==> src/hdl/deq_pkg.sv <==
package deq_pkg;

	localparam int DEPTH_DEF      = 16;
	localparam int DATA_WIDTH_DEF = 32;

	localparam int OP_W     = 3;
	localparam int VALUE_W  = 32;
	localparam int STATUS_W = 2;
	localparam int POS_W    = 4;
	localparam int OCC_W    = 5;

	localparam logic [OP_W-1:0] OP_PUSH_FRONT = 3'd0;
	localparam logic [OP_W-1:0] OP_PUSH_BACK  = 3'd1;
	localparam logic [OP_W-1:0] OP_POP_FRONT  = 3'd2;
	localparam logic [OP_W-1:0] OP_POP_BACK   = 3'd3;
	localparam logic [OP_W-1:0] OP_SEARCH     = 3'd4;

	localparam logic [STATUS_W-1:0] STAT_OK    = 2'd0;
	localparam logic [STATUS_W-1:0] STAT_EMPTY = 2'd1;
	localparam logic [STATUS_W-1:0] STAT_FULL  = 2'd2;

	// controller -> datapath
	typedef struct packed {
		logic load;
		logic push_front;
		logic push_back;
		logic pop_front;
		logic pop_back;
		logic srch_first;
		logic srch_next;
		logic set_empty;
		logic set_full;
		logic take_val;
		logic take_match;
		logic emit;
	} deq_cmd_t;

	// datapath -> controller
	typedef struct packed {
		logic [OP_W-1:0] op;
		logic            empty;
		logic            full;
		logic            match;
		logic            last;
		logic            out_free;
	} deq_sts_t;

endpackage

==> src/hdl/deq_ctrl.sv <==
module deq_ctrl
	import deq_pkg::*;
(
	input  logic     clk,
	input  logic     arst_n,
	input  logic     in_valid,
	output logic     in_stall,
	input  deq_sts_t sts,
	output deq_cmd_t cmd
);

	localparam logic [2:0] S_IDLE   = 3'd0;
	localparam logic [2:0] S_EXEC   = 3'd1;
	localparam logic [2:0] S_RDWAIT = 3'd2;
	localparam logic [2:0] S_CMP    = 3'd3;
	localparam logic [2:0] S_DONE   = 3'd4;

	logic [2:0] state_q;
	logic [2:0] state_nxt;

	assign in_stall = (state_q != S_IDLE);

	always_comb begin
		cmd       = '0;
		state_nxt = state_q;
		case (state_q)
			S_IDLE: begin
				if (in_valid) begin
					cmd.load  = 1'b1;
					state_nxt = S_EXEC;
				end
			end
			S_EXEC: begin
				state_nxt = S_DONE;
				case (sts.op)
					OP_PUSH_FRONT, OP_PUSH_BACK: begin
						if (sts.full) begin
							cmd.set_full = 1'b1;
						end else if (sts.op == OP_PUSH_FRONT) begin
							cmd.push_front = 1'b1;
						end else begin
							cmd.push_back = 1'b1;
						end
					end
					OP_POP_FRONT, OP_POP_BACK: begin
						if (sts.empty) begin
							cmd.set_empty = 1'b1;
						end else begin
							cmd.pop_front = (sts.op == OP_POP_FRONT);
							cmd.pop_back  = (sts.op == OP_POP_BACK);
							state_nxt     = S_RDWAIT;
						end
					end
					OP_SEARCH: begin
						if (sts.empty) begin
							cmd.set_empty = 1'b1;
						end else begin
							cmd.srch_first = 1'b1;
							state_nxt      = S_CMP;
						end
					end
					default: begin
						state_nxt = S_DONE;
					end
				endcase
			end
			S_RDWAIT: begin
				cmd.take_val = 1'b1;
				state_nxt    = S_DONE;
			end
			S_CMP: begin
				if (sts.match) begin
					cmd.take_match = 1'b1;
					state_nxt      = S_DONE;
				end else if (sts.last) begin
					state_nxt = S_DONE;
				end else begin
					cmd.srch_next = 1'b1;
				end
			end
			S_DONE: begin
				if (sts.out_free) begin
					cmd.emit  = 1'b1;
					state_nxt = S_IDLE;
				end
			end
			default: begin
				state_nxt = S_IDLE;
			end
		endcase
	end

	always_ff @(posedge clk or negedge arst_n) begin
		if (!arst_n) begin
			state_q <= S_IDLE;
		end else begin
			state_q <= state_nxt;
		end
	end

	a_emit_only_when_free: assert property (@(posedge clk) disable iff (!arst_n)
		cmd.emit |-> sts.out_free)
		else $error("result emitted while output register busy");

	a_load_only_idle: assert property (@(posedge clk) disable iff (!arst_n)
		cmd.load |=> (state_q == S_EXEC))
		else $error("accepted word did not enter execution");

	a_emit_frees_input: assert property (@(posedge clk) disable iff (!arst_n)
		cmd.emit |=> !in_stall)
		else $error("input not released after result emitted");

endmodule

==> src/hdl/deq_datapath.sv <==
module deq_datapath
	import deq_pkg::*;
#(
	parameter int DEPTH      = DEPTH_DEF,
	parameter int DATA_WIDTH = DATA_WIDTH_DEF
) (
	input  logic                       clk,
	input  logic                       arst_n,
	input  logic [OP_W-1:0]            op,
	input  logic signed [VALUE_W-1:0]  value_in,
	output logic signed [VALUE_W-1:0]  value_out,
	output logic [STATUS_W-1:0]        status,
	output logic                       found,
	output logic [POS_W-1:0]           position,
	output logic [OCC_W-1:0]           occupancy,
	output logic                       out_valid,
	input  logic                       out_stall,
	input  deq_cmd_t                   cmd,
	output deq_sts_t                   sts
);

	localparam int AW = $clog2(DEPTH);
	localparam int CW = $clog2(DEPTH + 1);

	function automatic logic [AW-1:0] ring_next(input logic [AW-1:0] i);
		return (i == AW'(DEPTH - 1)) ? '0 : i + 1'b1;
	endfunction

	function automatic logic [AW-1:0] ring_prev(input logic [AW-1:0] i);
		return (i == '0) ? AW'(DEPTH - 1) : i - 1'b1;
	endfunction

	logic [DATA_WIDTH-1:0] mem [DEPTH];
	logic [DATA_WIDTH-1:0] rd_q;
	logic [DATA_WIDTH-1:0] word_q;
	logic [DATA_WIDTH-1:0] word_in;
	logic [VALUE_W-1:0]    rd_ext;
	logic [OP_W-1:0]       op_q;
	logic [AW-1:0]         front_q;
	logic [AW-1:0]         back_q;
	logic [AW-1:0]         srch_q;
	logic [CW-1:0]         count_q;
	logic [CW-1:0]         k_q;

	logic [AW-1:0]         rd_addr;
	logic                  rd_en;
	logic [AW-1:0]         wr_addr;
	logic                  wr_en;

	logic [VALUE_W-1:0]    res_val_q;
	logic [STATUS_W-1:0]   res_status_q;
	logic                  res_found_q;
	logic [CW-1:0]         res_pos_q;

	logic                  out_valid_q;
	logic [VALUE_W-1:0]    out_val_q;
	logic [STATUS_W-1:0]   out_status_q;
	logic                  out_found_q;
	logic [POS_W-1:0]      out_pos_q;
	logic [OCC_W-1:0]      out_occ_q;

	// fit the incoming word to the stored width, and the stored word back to 32 bits
	for (genvar b = 0; b < DATA_WIDTH; b++) begin : g_win
		if (b < VALUE_W) begin : g_lo
			assign word_in[b] = value_in[b];
		end else begin : g_hi
			assign word_in[b] = value_in[VALUE_W-1];
		end
	end

	for (genvar b = 0; b < VALUE_W; b++) begin : g_rext
		if (b < DATA_WIDTH) begin : g_lo
			assign rd_ext[b] = rd_q[b];
		end else begin : g_hi
			assign rd_ext[b] = rd_q[DATA_WIDTH-1];
		end
	end

	always_comb begin
		rd_en   = cmd.pop_front | cmd.pop_back | cmd.srch_first | cmd.srch_next;
		rd_addr = front_q;
		if (cmd.pop_back) begin
			rd_addr = ring_prev(back_q);
		end else if (cmd.srch_next) begin
			rd_addr = ring_next(srch_q);
		end
		wr_en   = cmd.push_front | cmd.push_back;
		wr_addr = cmd.push_front ? ring_prev(front_q) : back_q;
	end

	always_ff @(posedge clk) begin
		if (wr_en) begin
			mem[wr_addr] <= word_q;
		end
		if (rd_en) begin
			rd_q <= mem[rd_addr];
		end
	end

	// operand hold
	always_ff @(posedge clk) begin
		if (cmd.load) begin
			op_q   <= op;
			word_q <= word_in;
		end
	end

	always_ff @(posedge clk or negedge arst_n) begin
		if (!arst_n) begin
			front_q <= '0;
			back_q  <= '0;
			count_q <= '0;
		end else begin
			if (cmd.push_front) begin
				front_q <= ring_prev(front_q);
				count_q <= count_q + 1'b1;
			end
			if (cmd.push_back) begin
				back_q  <= ring_next(back_q);
				count_q <= count_q + 1'b1;
			end
			if (cmd.pop_front) begin
				front_q <= ring_next(front_q);
				count_q <= count_q - 1'b1;
			end
			if (cmd.pop_back) begin
				back_q  <= ring_prev(back_q);
				count_q <= count_q - 1'b1;
			end
		end
	end

	// search walk
	always_ff @(posedge clk) begin
		if (cmd.srch_first) begin
			srch_q <= front_q;
			k_q    <= '0;
		end else if (cmd.srch_next) begin
			srch_q <= ring_next(srch_q);
			k_q    <= k_q + 1'b1;
		end
	end

	// result build
	always_ff @(posedge clk) begin
		if (cmd.load) begin
			res_val_q    <= '0;
			res_status_q <= STAT_OK;
			res_found_q  <= 1'b0;
			res_pos_q    <= '0;
		end else begin
			if (cmd.set_empty) begin
				res_status_q <= STAT_EMPTY;
			end
			if (cmd.set_full) begin
				res_status_q <= STAT_FULL;
			end
			if (cmd.take_val) begin
				res_val_q <= rd_ext;
			end
			if (cmd.take_match) begin
				res_val_q   <= rd_ext;
				res_found_q <= 1'b1;
				res_pos_q   <= k_q;
			end
		end
	end

	// output register
	always_ff @(posedge clk or negedge arst_n) begin
		if (!arst_n) begin
			out_valid_q <= 1'b0;
		end else if (cmd.emit) begin
			out_valid_q <= 1'b1;
		end else if (!out_stall) begin
			out_valid_q <= 1'b0;
		end
	end

	always_ff @(posedge clk) begin
		if (cmd.emit) begin
			out_val_q    <= res_val_q;
			out_status_q <= res_status_q;
			out_found_q  <= res_found_q;
			out_pos_q    <= POS_W'(res_pos_q);
			out_occ_q    <= OCC_W'(count_q);
		end
	end

	assign out_valid = out_valid_q;
	assign value_out = out_val_q;
	assign status    = out_status_q;
	assign found     = out_found_q;
	assign position  = out_pos_q;
	assign occupancy = out_occ_q;

	always_comb begin
		sts.op       = op_q;
		sts.empty    = (count_q == '0);
		sts.full     = (count_q == CW'(DEPTH));
		sts.match    = (rd_q == word_q);
		sts.last     = ((k_q + 1'b1) == count_q);
		sts.out_free = !out_valid_q || !out_stall;
	end

	a_count_bound: assert property (@(posedge clk) disable iff (!arst_n)
		count_q <= CW'(DEPTH))
		else $error("entry count beyond depth");

	a_one_access: assert property (@(posedge clk) disable iff (!arst_n)
		$onehot0({cmd.push_front, cmd.push_back, cmd.pop_front, cmd.pop_back,
			cmd.srch_first, cmd.srch_next}))
		else $error("more than one queue access in a cycle");

	a_push_grows: assert property (@(posedge clk) disable iff (!arst_n)
		(cmd.push_front || cmd.push_back) |=> (count_q == $past(count_q) + 1'b1))
		else $error("push did not add an entry");

	a_pop_shrinks: assert property (@(posedge clk) disable iff (!arst_n)
		(cmd.pop_front || cmd.pop_back) |=> (count_q == $past(count_q) - 1'b1))
		else $error("pop did not remove an entry");

endmodule

==> src/hdl/double_ended_queue_with_search_top.sv <==
// Bounded double-ended queue of signed words with a front-to-back search. Each input word
// carries an op (push front, push back, pop front, pop back, search) and a value; each
// produces exactly one result word with the popped or matching value, a status (ok, empty,
// full with the push dropped), a found flag, the match position from the front and the
// occupancy after the op. Unused op codes are ignored and report only the occupancy.
// Entries sit in a ring memory with one read and one write port, DEPTH words of DATA_WIDTH
// bits each; narrow words are sign-extended on the way out. One word is handled at a time:
// a push runs through the idle, execute and done states; a pop adds one registered memory read
// (none when the queue is empty), and a search compares the entries from the front, one per cycle
// through the memory read port, until a match or the last one. A stalled output holds the
// result. After reset the queue is empty and ready at once; stored words are never cleared.
module double_ended_queue_with_search_top
	import deq_pkg::*;
#(
	parameter int DEPTH      = DEPTH_DEF,
	parameter int DATA_WIDTH = DATA_WIDTH_DEF
) (
	input  logic                      clk,
	input  logic                      arst_n,
	input  logic                      in_valid,
	output logic                      in_stall,
	input  logic [OP_W-1:0]           op,
	input  logic signed [VALUE_W-1:0] value_in,
	output logic                      out_valid,
	input  logic                      out_stall,
	output logic signed [VALUE_W-1:0] value_out,
	output logic [STATUS_W-1:0]       status,
	output logic                      found,
	output logic [POS_W-1:0]          position,
	output logic [OCC_W-1:0]          occupancy
);

	// command and status between sequencer and queue datapath
	deq_cmd_t cmd;
	deq_sts_t sts;

	// sequencer: accept a word, run it, hold until the output register frees
	deq_ctrl u_ctrl (
		.clk      (clk),
		.arst_n   (arst_n),
		.in_valid (in_valid),
		.in_stall (in_stall),
		.sts      (sts),
		.cmd      (cmd)
	);

	// ring memory, pointers, count, search walk and output register
	deq_datapath #(
		.DEPTH      (DEPTH),
		.DATA_WIDTH (DATA_WIDTH)
	) u_datapath (
		.clk       (clk),
		.arst_n    (arst_n),
		.op        (op),
		.value_in  (value_in),
		.value_out (value_out),
		.status    (status),
		.found     (found),
		.position  (position),
		.occupancy (occupancy),
		.out_valid (out_valid),
		.out_stall (out_stall),
		.cmd       (cmd),
		.sts       (sts)
	);

endmodule

==> config.mk <==
export PLATFORM = sky130hd
export DESIGN_NAME = double_ended_queue_with_search_top
export DESIGN_NICKNAME = d
export VERILOG_FILES = /design/src/hdl/deq_pkg.sv /design/src/hdl/deq_ctrl.sv /design/src/hdl/deq_datapath.sv /design/src/hdl/double_ended_queue_with_search_top.sv
export SDC_FILE = /design/constraint.sdc
export NUM_CORES = 1
export LEC_CHECK = 0
export ABC_AREA = 1
export ABC_CLOCK_PERIOD_IN_PS = 8500
export BUFFER_PORTS_ARGS = -buffer_cell sky130_fd_sc_hd__buf_4
export CORE_MARGIN = 4
export CORE_UTILIZATION = 65
export DETAILED_ROUTE_END_ITERATION = 16
export HOLD_SLACK_MARGIN = 0.02
export PLACE_DENSITY = 0.83
export REMOVE_ABC_BUFFERS = 1
export SETUP_SLACK_MARGIN = 0.2
export SYNTH_ARGS = -nofsm -noshare
export SYNTH_HDL_FRONTEND = slang
export SYNTH_SLANG_ARGS = --single-unit
export TNS_END_PERCENT = 10
==> constraint.sdc <==
create_clock -name clk -period 8.5 [get_ports clk]
set_input_delay 0.85 -clock clk [delete_from_list [all_inputs] [get_ports clk]]
set_output_delay 0.85 -clock clk [all_outputs]
set_load 0.01 [all_outputs]
==> results.md, run 1 <==
Status
• **run status** finished, final reports clean

Clocking
• **post-CTS setup-driven buffer insertion count** 0
• **root buffer selected by CTS** sky130_fd_sc_hd__clkbuf_16
• **TritonCTS clock tree** done
• **Resized cells post-CTS** 0
• **Hold-fix buffers, CTS** 0
• **clock latency at the later pin of the worst-skew pair** 0.60 ns
• **clock buffer depth** 3
• **H-tree depth** 3
• **Worst-path clk slew** 0.06 ns
• **total clock buffers created by CTS** 68
• **number of clock sinks** 688

Placed design
• **placer congestion estimate** 0.884
• **half-perimeter wire length after detailed placement** 38,600 um
• **total of buffers placed on input and output ports** 84

STA
• **final hold violations** 0
• **transition at the pin with the smallest max-transition slack** 1.26 ns
• **part of the cycle the worst path needs** 0.667
• **Max Clock Freq** 0.176 GHz
• **# setup viols final** 0
• **Total Negative Setup Slacks** 0 ns
• **Setup Skew** 0.0246 ns
• **setup repair after global routing missed its margin** no
• **total count of max-transition violations in the final report** 0
• **final critical-path required period** 5.67 ns
• **worst-case headroom to the max-slew limit** 0.160

Drt
• **DR WL met3** 9960 um
• **vias after detailed routing** 21,249
• **metal2 WL** 36,600 um
• **antenna-violating nets left** 0
• **DRC marker count from the first detailed-route iteration** 3,354
• **# DRC** 0
• **Routed WL per cell** 22.7 um
• **DRT Pass-1 Iters** 6
• **final wirelength** 77,500 um
• **length of routed wiring on met1** 26,600 um
• **top layer used by detailed routing** met4
• **via-per-instance ratio** 6.21

Cells and area
• **post-layout net count** 2,815
• **antenna cells** 0
• **commonest non-fill, non-tap cell in the layout** sky130_fd_sc_hd__nand3_1
• **commonest cells after routing, fill and taps aside** sky130_fd_sc_hd__nand3_1 (628), sky130_fd_sc_hd__edfxtp_1 (627), sky130_fd_sc_hd__inv_1 (476)
• **Area Growth Syn to Fin** 11.3%
• **fraction of final layout cells with drive strength greater than 1** 0.0960

Pwr
• **PwrDens** 351 nW/um^2
• **total internal power** 7190 uW
• **leakage dissipation** 0.0134 uW
• **worst IR drop on VDD** 0.000316 V
• **reported net switching power** 4420 uW
• **part of the total power dissipated in combinational logic** 0.340
• **switching power as a share of total power** 0.380
• **total design power** 11,600 uW
• **Seq pwr share** 0.399
• **part of the total power dissipated in the clock network** 0.262

Worst setup path
• **flop-to-flop setup slack** 2.83 ns
• **crit start category** flop
• **Required @ worst endpoint** 8.83 ns
• **endpoint arrival time on the critical path** 6.00 ns
• **WS Path Type** flop to flop
• **Critical R2R Capture** u_datapath.rd_ext[31]
• **sort of element at the end of the critical path** flop
• **worst flop-to-flop path startpoint** u_datapath.word_q[21]
• **peak fanout along the critical path** 169
• **R2R cell count** 18

Global route
• **antenna violations before repair** 0
• **vias in the first global route** 21,069
• **Global Route Usage Sum** 0.308
• **GR Overflow Total** 0
• **largest net degree at the start of global routing** 170
• **wire length of the first global-routing pass** 117,000 um

Die
• **vertical die dimension** 222 um
• **die boundary width** 222 um
• **I/O pin count** 85
• **site row count** 78
• **die footprint** 49,100 sq um
• **initial standard-cell utilization of the core** 0.655
• **core outline area** 45,300 sq um

Run
• **max-capacitance violation count** 0

Yosys
• **count of synthesis-stage warnings from yosys** 0
• **flop and latch count out of synthesis** 688
• **Syn Area/Cell** 10.9 sq um
• **ranking of synthesized cells by area** sky130_fd_sc_hd__edfxtp_1 (63%), sky130_fd_sc_hd__nand3_1 (11%), sky130_fd_sc_hd__inv_1 (6.0%)
• **fraction of post-synthesis cell area in the top cell type by area** 0.634
• **cell taking the most area after synthesis** sky130_fd_sc_hd__edfxtp_1
• **Post-Syn Area** 29,700 sq um
• **register area share after synthesis** 0.678
• **number of distinct standard cells referenced by the synthesized netlist** 45
• **Post-Synthesis Cells** 2,723

Hold path
• **Tightest Hold Check Type** input pin to async pin

-- Yosys cell counts (all sizes together) --
cell	number
a221oi	1
edfxtp	627
dfrtp	17
clkinv	1
o211ai	4
nand3	632
inv	486
buf	115
nand2	461
o21bai	1
xnor2	28
mux2i	1
a22oi	1
ha	9
o2111ai	1
o22ai	9
dfxtp	44
xor2	6
o31ai	2
nor3	6
a211oi	2
nor2	52
nand3b	96
or2	2
a21oi	44
o21ai	39
nand4	4
clkbuf	29
a31oi	3
-- layer usage --
layer  vias to the layer above  global-route usage
li1                       9233                   -
met1                      9979               0.391
met2                      1691               0.498
met3                       346              0.0669
met4                         0               0.172
met5                         -                   0
-- critical path, stage by stage, from the launching register on --
cell,delay [ns]
sky130_fd_sc_hd__edfxtp_1,0.72
sky130_fd_sc_hd__inv_1,0.10
sky130_fd_sc_hd__nand2_1,0.09
sky130_fd_sc_hd__nand2_1,0.04
sky130_fd_sc_hd__nand2_1,0.13
sky130_fd_sc_hd__nor2_1,0.09
sky130_fd_sc_hd__nand2_1,0.09
sky130_fd_sc_hd__nor2_1,0.06
sky130_fd_sc_hd__nand2_1,0.21
sky130_fd_sc_hd__nand3_2,0.31
sky130_fd_sc_hd__nand2_1,0.23
sky130_fd_sc_hd__nand3_4,0.79
sky130_fd_sc_hd__nand2_8,1.23
sky130_fd_sc_hd__buf_4,0.67
sky130_fd_sc_hd__nand2_1,0.15
sky130_fd_sc_hd__nand3_1,0.13
sky130_fd_sc_hd__nand3_1,0.09
sky130_fd_sc_hd__nand3_1,0.10
sky130_fd_sc_hd__nand2_1,0.08
-- per-stage QoR --
stage | instance area (sq um) | hold slack (ns) | std cells | util | setup WS (ns)
2_1_floorplan | 29000 | 0.408 | 2579 | - | 2.24
5_1_grt | 33000 | 0.119 | 3422 | 0.729 | 2.53
4_1_cts | 33000 | 0.104 | 3422 | 0.729 | 3.04
6_report | 33000 | 0.123 | 3422 | 0.729 | 2.83
3_5_place_dp | 30800 | 0.415 | 3297 | 0.680 | 3.12
3_3_place_gp | 30800 | 0.413 | 3297 | 0.680 | 3.37
-- worst max path at each step --
stage	slack, ns	end	start	depth (start not counted)
floorplan	2.24	u_datapath.rd_ext[0]	u_datapath.count_q[0]	15
global placement	3.37	u_datapath.rd_ext[17]	u_datapath.word_q[20]	16
detailed placement	3.12	u_datapath.rd_ext[31]	u_datapath.word_q[30]	16
CTS	3.04	u_datapath.rd_ext[13]	u_datapath.word_q[21]	18
global route	2.53	u_datapath.rd_ext[31]	u_datapath.word_q[21]	18
finish	2.83	u_datapath.rd_ext[31]	u_datapath.word_q[21]	18
-- sequential cells by signal, summed over array words and instances (netlist names), 3 cells and up --
| signal | cells |
|---|---|
| u_datapath.srch_q | 4 |
| u_ctrl.state_q | 3 |
| u_datapath.res_pos_q | 4 |
| u_datapath.res_val_q | 32 |
| u_datapath.word_q | 32 |
| u_datapath.count_q | 5 |
| u_datapath.front_q | 4 |
| u_datapath.occupancy | 5 |
| u_datapath.value_out | 32 |
| u_datapath.position | 4 |
| u_datapath.op_q | 3 |
| u_datapath.k_q | 5 |
| u_datapath.rd_ext | 32 |
| u_datapath.back_q | 4 |
| u_datapath.mem | 512 |
-- power by group through the flow --
stage | clock network (uW) | logic, uW | registers, uW
after detailed placement | 0 | 3780 | 4680
after floorplan | 0 | 2540 | 4610
final | 3040 | 3940 | 4630
after global routing | 3200 | 4250 | 4660
after CTS | 3040 | 3840 | 4610
after global placement | 0 | 3620 | 4650
-- cell type report --
class	instances	area (sq um)
Fill cell	2755	12300
Sequential cell	688	20100
Clock buffer	94	1920
Inverter	487	1830
Clock inverter	31	320
Tap cell	600	751
Multi-Input combinational cell	1404	7190
Timing Repair Buffer	118	886
-- logic make-up (layout without fill, tap and decap cells) --
family | Yosys count | after routing | share of synthesized area
xor gates and xnor gates | 34 | 34 | 0.0100
muxes | 1 | 1 | 0.000337
buffers and inverters | 631 | 730 | 0.0863
and+or+nand+nor | 1253 | 1253 | 0.201
DFF | 688 | 688 | 0.678
AOI/OAI and AO/OA | 107 | 107 | 0.0198
adders and majority gates | 9 | 9 | 0.00379
(Power assumes the default switching activity.)
==> run 2: changes to the inputs <==
--- a/config.mk
+++ b/config.mk
@@ -6,13 +6,13 @@
 export NUM_CORES = 1
 export LEC_CHECK = 0
 export ABC_AREA = 1
-export ABC_CLOCK_PERIOD_IN_PS = 8500
+export ABC_CLOCK_PERIOD_IN_PS = 5100
 export BUFFER_PORTS_ARGS = -buffer_cell sky130_fd_sc_hd__buf_4
 export CORE_MARGIN = 4
-export CORE_UTILIZATION = 65
+export CORE_UTILIZATION = 56
 export DETAILED_ROUTE_END_ITERATION = 16
 export HOLD_SLACK_MARGIN = 0.02
-export PLACE_DENSITY = 0.83
+export PLACE_DENSITY = 0.76
 export REMOVE_ABC_BUFFERS = 1
 export SETUP_SLACK_MARGIN = 0.2
 export SYNTH_ARGS = -nofsm -noshare
==> constraint.sdc (replaced) <==
create_clock -name clk -period 5.1 [get_ports clk]
set_input_delay 0.51 -clock clk [delete_from_list [all_inputs] [get_ports clk]]
set_output_delay 0.51 -clock clk [all_outputs]
set_load 0.01 [all_outputs]
==> run 2 against run 1 <==
- sequential share of layout area is 1.0 points lower
- final area is 1.7% higher
- maximum frequency is 36% higher
==> results.md, run 2 (synthesis gave the netlist of run 1 again) <==
Clocking
• **clock latency at the later pin of the worst-skew pair** 0.62 ns
• **clock buffer depth** 3
• **root buffer selected by CTS** sky130_fd_sc_hd__clkbuf_16
• **TritonCTS clock tree** done
• **Resized cells post-CTS** 0
• **post-CTS setup-driven buffer insertion count** 0
• **total clock buffers created by CTS** 71
• **Worst-path clk slew** 0.07 ns
• **H-tree depth** 3
• **number of clock sinks** 688

Hold path
• **Tightest Hold Check Type** input pin to flop
• **Min-Delay Path Depth** 1

Pwr
• **worst IR drop on VDD** 0.000426 V
• **PwrDens** 588 nW/um^2
• **leakage dissipation** 0.0136 uW

Worst setup path
• **crit start category** flop
• **sort of element at the end of the critical path** flop
• **Required @ worst endpoint** 5.48 ns
• **WS Path Type** flop to flop
• **R2R cell count** 15
• **endpoint arrival time on the critical path** 4.54 ns
• **peak fanout along the critical path** 26

Run
• **max-capacitance violation count** 0

Drt
• **Routed WL per cell** 21.6 um
• **vias after detailed routing** 20,577
• **final wirelength** 76,200 um
• **# DRC** 0
• **antenna-violating nets left** 0
• **via-per-instance ratio** 5.83
• **DRC marker count from the first detailed-route iteration** 2,734
• **DRT Pass-1 Iters** 6

Cells and area
• **post-layout net count** 2,831
• **antenna cells** 0
• **number of flip-flops under the largest register name** 512
• **register bank with the most flops** u_datapath.mem
• **fraction of final layout cells with drive strength greater than 1** 0.104
• **register cell area after layout** 20,100 sq um
• **Area Growth Syn to Fin** 13.2%
• **combined area of the multi-input logic cells** 7190 sq um
• **core occupancy in the finished layout** 0.639
• **commonest cells after routing, fill and taps aside** sky130_fd_sc_hd__nand3_1 (628), sky130_fd_sc_hd__edfxtp_1 (627), sky130_fd_sc_hd__inv_1 (476)
• **post-route cell area** 33,600 sq um
• **commonest non-fill, non-tap cell in the layout** sky130_fd_sc_hd__nand3_1
• **final cell count without fillers** 3,530
• **fill cell instance count of the final layout** 3,865

Die
• **site row count** 84
• **initial standard-cell utilization of the core** 0.565
• **die boundary width** 238 um
• **core outline area** 52,600 sq um
• **vertical die dimension** 238 um
• **die footprint** 56,800 sq um
• **I/O pin count** 85

Status
• **run status** finished, final reports clean

Global route
• **GR Overflow Total** 0
• **antenna violations before repair** 0
• **vias in the first global route** 20,008
• **wire length of the first global-routing pass** 116,000 um
• **Global Route Usage Sum** 0.265
• **largest net degree at the start of global routing** 170

STA
• **worst-case headroom to the max-slew limit** 0.0665
• **part of the cycle the worst path needs** 0.816
• **setup repair after global routing missed its margin** no
• **final hold violations** 0
• **Max Clock Freq** 0.240 GHz
• **final critical-path required period** 4.16 ns
• **Total Negative Setup Slacks** 0 ns
• **Setup Skew** 0.0254 ns
• **worst hold margin** 0.0673 ns
• **transition at the pin with the smallest max-transition slack** 1.40 ns
• **# setup viols final** 0
• **total count of max-transition violations in the final report** 0

Placed design
• **Cell Area, Placed** 31,100 sq um
• **placer congestion estimate** 0.826
• **half-perimeter wire length after detailed placement** 41,900 um
• **placed insts** 3,397
• **total of buffers placed on input and output ports** 84

-- run 2: area by class of cell --
type                            instances  share of cell area
Sequential cell                       688               0.599
Inverter                              487              0.0545
Timing Repair Buffer                  131              0.0327
Clock buffer                           98              0.0605
Clock inverter                         34              0.0133
Tap cell                              688              0.0256
Multi-Input combinational cell       1404               0.214
-- run 2: worst paths after layout --
check | start | end | slack (ns)
worst max-delay path | u_datapath.word_q[10] | u_datapath.rd_ext[23] | 0.94
worst max register to register | u_datapath.word_q[10] | u_datapath.rd_ext[23] | 0.94
worst min-delay path | value_in[17] | u_datapath.word_q[17] | 0.07
worst min register to register | u_datapath.res_val_q[30] | u_datapath.value_out[30] | 0.43
max in group asynchronous | arst_n | u_datapath.count_q[4] | 4.57
min in group asynchronous | arst_n | u_datapath.back_q[0] | 0.31
-- run 2: through the flow --
| stage | setup slack [ns] | power, uW |
|---|---|---|
| detailed placement | 1.06 | 14300 |
| floorplan | -1.16 | 11900 |
| global route | 0.662 | 20700 |
| global placement | 1.26 | 14100 |
| finish | 0.936 | 19700 |
| CTS | 1.03 | 19700 |
-- run 2: report_power, final --
part,switching (uW),internal (uW)
registers,551,7150
clock network,2200,3230
logic,4660,1960
-- run 2: routing by layer --
metal,vias to the layer above,global-route usage,part of all wire
met5,-,0,0
met4,0,0.102,0.042
met3,233,0.0495,0.097
met2,1212,0.434,0.48
met1,9851,0.357,0.38
li1,9281,-,-
-- run 2: worst max-delay path, stage by stage, from the launching register on --
cell                       delay [ns]
sky130_fd_sc_hd__edfxtp_1        0.77
sky130_fd_sc_hd__xnor2_1         0.19
sky130_fd_sc_hd__nand2_1         0.12
sky130_fd_sc_hd__nor2_1          0.22
sky130_fd_sc_hd__nand2_1         0.08
sky130_fd_sc_hd__nor2_1          0.25
sky130_fd_sc_hd__nand2_1         0.19
sky130_fd_sc_hd__nand3_2         0.26
sky130_fd_sc_hd__inv_1           0.20
sky130_fd_sc_hd__o21ai_1         0.11
sky130_fd_sc_hd__nand3_1         0.09
sky130_fd_sc_hd__nand2_2         0.54
sky130_fd_sc_hd__buf_4           0.51
sky130_fd_sc_hd__nand3_1         0.15
sky130_fd_sc_hd__nand3_1         0.12
sky130_fd_sc_hd__nand2_1         0.07
-- run 2: what timing repair did --
action / CTS / global route
hold buffers: 1 / 0
hold endpoints to repair: 17 / 0
endpoints found under the setup margin: 0 / 0
